### src/sv/lbsa_pkg.sv
package lbsa_pkg;

    // Default sizes
    localparam int MAX_NODES_DEF   = 1024;
    localparam int MAX_BLOCKS_DEF  = 16;
    localparam int WEIGHT_BITS_DEF = 16;

    // Fixed field widths
    localparam int KIND_W   = 2;
    localparam int NODE_IN_W = 10;
    localparam int LABEL_W  = 4;
    localparam int EDGE_W   = 16;
    localparam int SUM_W    = 40;
    localparam int PAIR_W   = 21;
    localparam int DIFF_W   = 41;
    localparam int NB_W     = 5;

    // Configuration port
    localparam int CFG_IDX_W  = 1;
    localparam int CFG_DATA_W = 5;

    typedef logic [CFG_IDX_W-1:0] t_cfg_idx;

    localparam t_cfg_idx REG_NUM_BLOCKS = 1'd0;
    localparam t_cfg_idx REG_HALVE_DIAG = 1'd1;

    localparam logic [NB_W-1:0] NUM_BLOCKS_RST = 5'd16;
    localparam logic            HALVE_DIAG_RST = 1'b1;

    // Item kinds
    typedef logic [KIND_W-1:0] t_kind;

    localparam t_kind KIND_LABEL = 2'd0;
    localparam t_kind KIND_EDGE  = 2'd1;
    localparam t_kind KIND_QUERY = 2'd2;
    localparam t_kind KIND_CLEAR = 2'd3;

    // Shared arithmetic unit operations
    typedef logic [1:0] t_alu_op;

    localparam t_alu_op OP_ADD_SAT = 2'd0;
    localparam t_alu_op OP_SUB     = 2'd1;
    localparam t_alu_op OP_DEC_SAT = 2'd2;
    localparam t_alu_op OP_MUL     = 2'd3;

endpackage

### src/sv/lbsa_alu.sv
module lbsa_alu #(
    parameter int CNT_W = 11
) (
    input  lbsa_pkg::t_alu_op            i_op,
    input  logic [lbsa_pkg::DIFF_W-1:0]  i_a,
    input  logic [lbsa_pkg::DIFF_W-1:0]  i_b,
    output logic [lbsa_pkg::DIFF_W-1:0]  o_y
);

    localparam int PROD_W = 2 * CNT_W;

    logic [lbsa_pkg::SUM_W:0]   sum;
    logic [PROD_W-1:0]          prod;

    assign sum  = {1'b0, i_a[lbsa_pkg::SUM_W-1:0]} + {1'b0, i_b[lbsa_pkg::SUM_W-1:0]};
    assign prod = PROD_W'(i_a[CNT_W-1:0]) * PROD_W'(i_b[CNT_W-1:0]);

    always_comb begin
        unique case (i_op)
            lbsa_pkg::OP_ADD_SAT: begin
                // clamp at the largest block sum
                if (sum[lbsa_pkg::SUM_W]) begin
                    o_y = {1'b0, {lbsa_pkg::SUM_W{1'b1}}};
                end else begin
                    o_y = lbsa_pkg::DIFF_W'(sum);
                end
            end
            lbsa_pkg::OP_SUB: begin
                o_y = i_a - i_b;
            end
            lbsa_pkg::OP_DEC_SAT: begin
                if (i_a == '0) begin
                    o_y = '0;
                end else begin
                    o_y = i_a - lbsa_pkg::DIFF_W'(1);
                end
            end
            lbsa_pkg::OP_MUL: begin
                o_y = lbsa_pkg::DIFF_W'(prod);
            end
            default: begin
                o_y = '0;
            end
        endcase
    end

endmodule
### config.mk
export PLATFORM = sky130hd
export DESIGN_NAME = lbsa_alu
export DESIGN_NICKNAME = d
export VERILOG_FILES = /design/src/sv/lbsa_pkg.sv /design/src/sv/lbsa_alu.sv
export SDC_FILE = /design/constraint.sdc
export NUM_CORES = 1
export LEC_CHECK = 0
export BUFFER_PORTS_ARGS = -buffer_cell sky130_fd_sc_hd__buf_2
export CAP_MARGIN = 30
export CELL_PAD_IN_SITES_DETAIL_PLACEMENT = 2
export CELL_PAD_IN_SITES_GLOBAL_PLACEMENT = 2
export CORE_UTILIZATION = 38
export DETAILED_ROUTE_END_ITERATION = 7
export GPL_TIMING_DRIVEN = 0
export PLACE_DENSITY = 0.93
export SLEW_MARGIN = 5
export SYNTH_ARGS = -nofsm -noshare
export SYNTH_HDL_FRONTEND = slang
export SYNTH_SLANG_ARGS = --single-unit
### constraint.sdc
create_clock -name vclk -period 9.75
set_clock_uncertainty 0.2 [all_clocks]
set_input_delay 0 -clock vclk [all_inputs]
set_output_delay 0 -clock vclk [all_outputs]
set_load 0.02 [all_outputs]
## Yosys cells after proc, flatten, opt, wreduce, memory -nomap -nowiden

Cells that the tools add are included.

- $add $sub $neg: 3
- Multiply operators: 1
- Eq/ne operators: 3
- Muxes and demuxes: 3
- Reduce and logical (&&, ||, !) cells: 2

Operator list:

| operator | count |
|---|---|
| case mux 41 bit (4 select lines) | 1 |
| adder 40 x 40 -> 41 bit | 1 |
| logical NOT 41 bit | 1 |
| 2-to-1 mux 41 bit | 1 |
| subtractor 41 x 1 -> 41 bit, second input constant | 1 |
| subtractor 41 bit | 1 |
| 2-to-1 mux 40 bit | 1 |
| multiplier 11 x 11 -> 22 bit | 1 |
| equality test 2 bit, second input constant | 2 |
| equality test 2 x 1 -> 1 bit, second input constant | 1 |
| logical NOT 2 bit | 1 |

- Register bits after elaboration: 0
- Output and inout bits: 41
- Logic and storage cells: 12

## Depth between registers and ports, before layout

- Word-level depth: 3
- Depth in mapped cells: 23
- Depth with buffers taken out: 23

## Least setup slack after synthesis

Ideal clock, no wire load.

- Path type: input port to output port
- From: in i_b[4] (netlist bit)
- To: out o_y[19] (netlist bit)
- Data arrival time: 5.136 ns
- Data required time: 9.550 ns
- Setup slack: 4.414 ns
- Stages: 20
- Cell sequence: clkbuf_1 nand2_1 fa_1 fa_1 fa_1 inv_1 fa_1 inv_1 fa_1 inv_1 ha_1 or3_1 o21ba_2 o211ai_1 o211ai_1 o21ai_0 o32a_1 a21oi_1 o21ai_0 a22oi_1

- Cells in the longest elaborated chain, start to end: 3
- Elaborated cells between the ends (all ways): 5
- Classes of those cells: add/sub: 2; mul: 1; mux: 2

RTL lines:

| item | line | source |
|---|---|---|
| start: declaration | lbsa_alu.sv:6 | `input logic [lbsa_pkg::DIFF_W-1:0] i_b,` |
| branches (longest 2 deep; another with multiplier 11 x 11 -> 22 bit) | -- |  |
| case mux 41 bit (4 select lines) * | lbsa_alu.sv:19 | `unique case (i_op)` |
| end: declaration | lbsa_alu.sv:7 | `output logic [lbsa_pkg::DIFF_W-1:0] o_y` |

Every way passes the cells marked *.

## Worst setup path after layout

- From: in i_a[6] (netlist bit)
- To: out o_y[20] (netlist bit)

- Cells in the longest elaborated chain, start to end: 3
- Elaborated cells between the ends (all ways): 8
- Classes of those cells: add/sub: 3; mul: 1; mux: 3; reduce/logical: 1

RTL lines:

| item | line | source |
|---|---|---|
| start: declaration | lbsa_alu.sv:5 | `input logic [lbsa_pkg::DIFF_W-1:0] i_a,` |
| branches (longest 2 deep; another with multiplier 11 x 11 -> 22 bit) | -- |  |
| case mux 41 bit (4 select lines) * | lbsa_alu.sv:19 |  |

Marks and branches as above.

==> run summary <==
In the finished design, the share of the clock period the worst path needs comes to around three quarters. The area of the placeable core is 26000 µm². The measured slew at the worst slew-check pin came out at 1.06 ns. The global-route usage over all layers is 36.3%. In this design, the critical path's most frequently occurring cell is sky130_fd_sc_hd__fa_1. The die is 165 µm wide. The initial detailed-routing violation count is 712. The maximum number of pins on one net before global-route repair came out at 13.

The critical path data required time came out at 9.55 ns. The number of antenna violations at the first check in global routing was 1. The share of the core filled with cells in the final layout came out at 42.8%. Counting distinct cell types in the post-synthesis netlist gives 75. The synthesis warning total is 0. The layout sequential cell count is 0.

The biggest cell delay along the critical path is 0.79 ns. The number of max-cap violations came out at 0. The overall die height came out at around 160 µm. The placer's final routability congestion estimate is ~0.96.

Summed over all failing endpoints, the final setup total negative slack is 0 ns. The tightest min-delay check is of the in -> out type. The run finished with clean final reports. The highest clock frequency the design can meet is 140 MHz. The worst hold path stage count came out at 5. The global-route wire length before repair is 75.2 mm.

The number of remaining DRC errors is 0. The largest individual stage delay along the critical path comes from the cell sky130_fd_sc_hd__a211oi_1. Counting both buffers and inverters, the worst setup path holds a total of 6. The number of detailed-routing iterations run before antenna repair is 5. The highest net fanout along the worst path is 10. The post-synthesis to final-layout area growth is 10.5%. The summed instance area of the synthesized netlist came out at 10100 µm². The power density over the cells came out at between 150 and 200 nW/µm². The global-route congestion overflow total is 0.

The number of input and output port buffers inserted came out at around 120. The worst setup path is launched from an input port. The standard-cell row count is 59.

The routed layout has about 12000 vias. The final hold slack came out at 0.330 ns. The via count of the first global-routing pass was 13100.

The count of nets left with antenna violations once routing finished came out at 0. The critical path goes through buf_2 -> clkbuf_1 -> nand2_1 -> fa_1 -> fa_1 -> fa_1 -> inv_1 -> fa_1 -> inv_1 -> fa_1 -> inv_1 -> ha_1 -> o21a_1 -> or2_2 -> and3_1 -> and3_1 -> a211oi_1 -> o21ai_0 -> xor2_1 -> a221oi_1 -> a21oi_1 -> buf_2. The hold violation count in the final report is 0. In the layout the commonest cells are sky130_fd_sc_hd__inv_1 (202), sky130_fd_sc_hd__a21oi_1 (152), sky130_fd_sc_hd__ha_1 (141). Setup violations remaining at the end of the flow were counted as 0.

After clock tree synthesis, the repair step resized 0 gates. The synthesized area per cell came out at between 7 and 8 µm². The critical path in this run is classified as in -> out. The startpoint identified for the worst hold timing path is i_b[40]. The relative slew slack is 27.6%. The post-synthesis net count came out at between 1500 and 2000. Among cell families on the critical path, the largest total delay comes from adder cells. The post-CTS setup buffer count is 0. The worst setup path is captured at an output pin. The register area share after synthesis came out at 0%. The die covers 27100 µm².

The analysis attributes to cell leakage a power of approximately 0.0053 µW. The register cell area after layout is 0 µm². The average wire per standard cell is between 20 and 30 µm. Pin placement for this block handled 125 I/O pins. The detail-routed via count per cell came out at 6.25. The number of clock buffers in the layout is 0. The wire length reported by the detailed router came out at approximately 50 mm. Setup repair after global routing left no endpoint under its margin. The critical path arrival is ~6.9 ns. The number of nets in the layout came out at 1862.

After legalization and detailed placement, the total HPWL measured between 40 and 50 mm. The final count of pins violating max slew is 0. The synthesized instance count is 1427. The largest vdd supply drop is approximately 0.14 mV. The post-route minimum period is 7.13 ns. The hold buffer count at cts is 0. The fraction of final layout cells sized beyond drive strength 1 is about a tenth. The library cell used most frequently in the layout, excluding fill and tap cells, is sky130_fd_sc_hd__inv_1. The worst min-delay path endpoint is o_y[40]. The initial core utilization is 38.7%.
metrics by stage:
stage	total power [µW]	instances	instance area, µm²	setup WS [ns]
floorplan	1150	1427	10100	4.41
global placement	1630	1886	11100	3.04
detailed placement	1800	1886	11100	2.81
CTS	1810	1886	11100	2.76
global route	1990	1889	11100	2.42
finish	1850	1889	11100	2.62
kinds of logic after synthesis:
kind of cell / Yosys count / share of synthesized area (%)
buf+inv: 269 / 10.2
compound gates: 423 / 27.2
mux: 2 / 0.224
xor+xnor: 90 / 7.84
fa+ha+maj: 223 / 33.9
simple gates: 420 / 20.7
worst min-delay path: stages:
cell and delay [ns]:
sky130_fd_sc_hd__buf_2 0.09, sky130_fd_sc_hd__xor2_1 0.08, sky130_fd_sc_hd__a21oi_1 0.12, sky130_fd_sc_hd__o31ai_1 0.09, sky130_fd_sc_hd__buf_2 0.16
layer usage:
layer	vias to the layer above	wire, µm	GRT usage (%)
li1	5191	-	-
met1	5964	20000	44.6
met2	501	24000	64.0
met3	159	2750	3.24
met4	0	2310	15.8
met5	-	0	0
where the power goes:
| part | internal (µW) | switching [µW] |
|---|---|---|
| logic | 657 | 1190 |
| clock network | 0.0000137 | 0 |
| registers | 0 | 0 |
cells in the mapped netlist, types with 17 or more instances:
cell,number,area [µm²]
sky130_fd_sc_hd__inv_1,202,758
sky130_fd_sc_hd__a21oi_1,152,761
sky130_fd_sc_hd__ha_1,141,1760
sky130_fd_sc_hd__nand2_1,108,405
sky130_fd_sc_hd__nor2_1,104,390
sky130_fd_sc_hd__fa_1,82,1640
sky130_fd_sc_hd__clkbuf_1,60,225
sky130_fd_sc_hd__xnor2_1,60,526
sky130_fd_sc_hd__and2_1,55,344
sky130_fd_sc_hd__o21ai_0,55,275
sky130_fd_sc_hd__nor3_1,42,210
sky130_fd_sc_hd__xor2_1,30,263
sky130_fd_sc_hd__a21o_1,24,180
sky130_fd_sc_hd__a221oi_1,21,184
sky130_fd_sc_hd__nand2b_1,20,125
sky130_fd_sc_hd__o22ai_1,17,106
area by class of cell:
cell class / count / area, µm²
diodes: 1 / 2.50
plain buffers: 66 / 260
fillers: 3231 / 14900
inverters: 203 / 762
multi-input cells: 1158 / 9040
well taps: 335 / 419
repair buffers: 126 / 631
how the worst max path moves through the flow:
stage,to,cells past startpoint,slack (ns),from
after floorplan,o_y[19],20,4.41,i_b[4]
after global placement,o_y[20],22,3.04,i_a[6]
after detailed placement,o_y[20],24,2.81,i_a[2]
after CTS,o_y[20],24,2.76,i_a[2]
after global routing,o_y[20],22,2.42,i_a[7]
final,o_y[20],22,2.62,i_a[6]
Power figures use the tool's default switching activity.
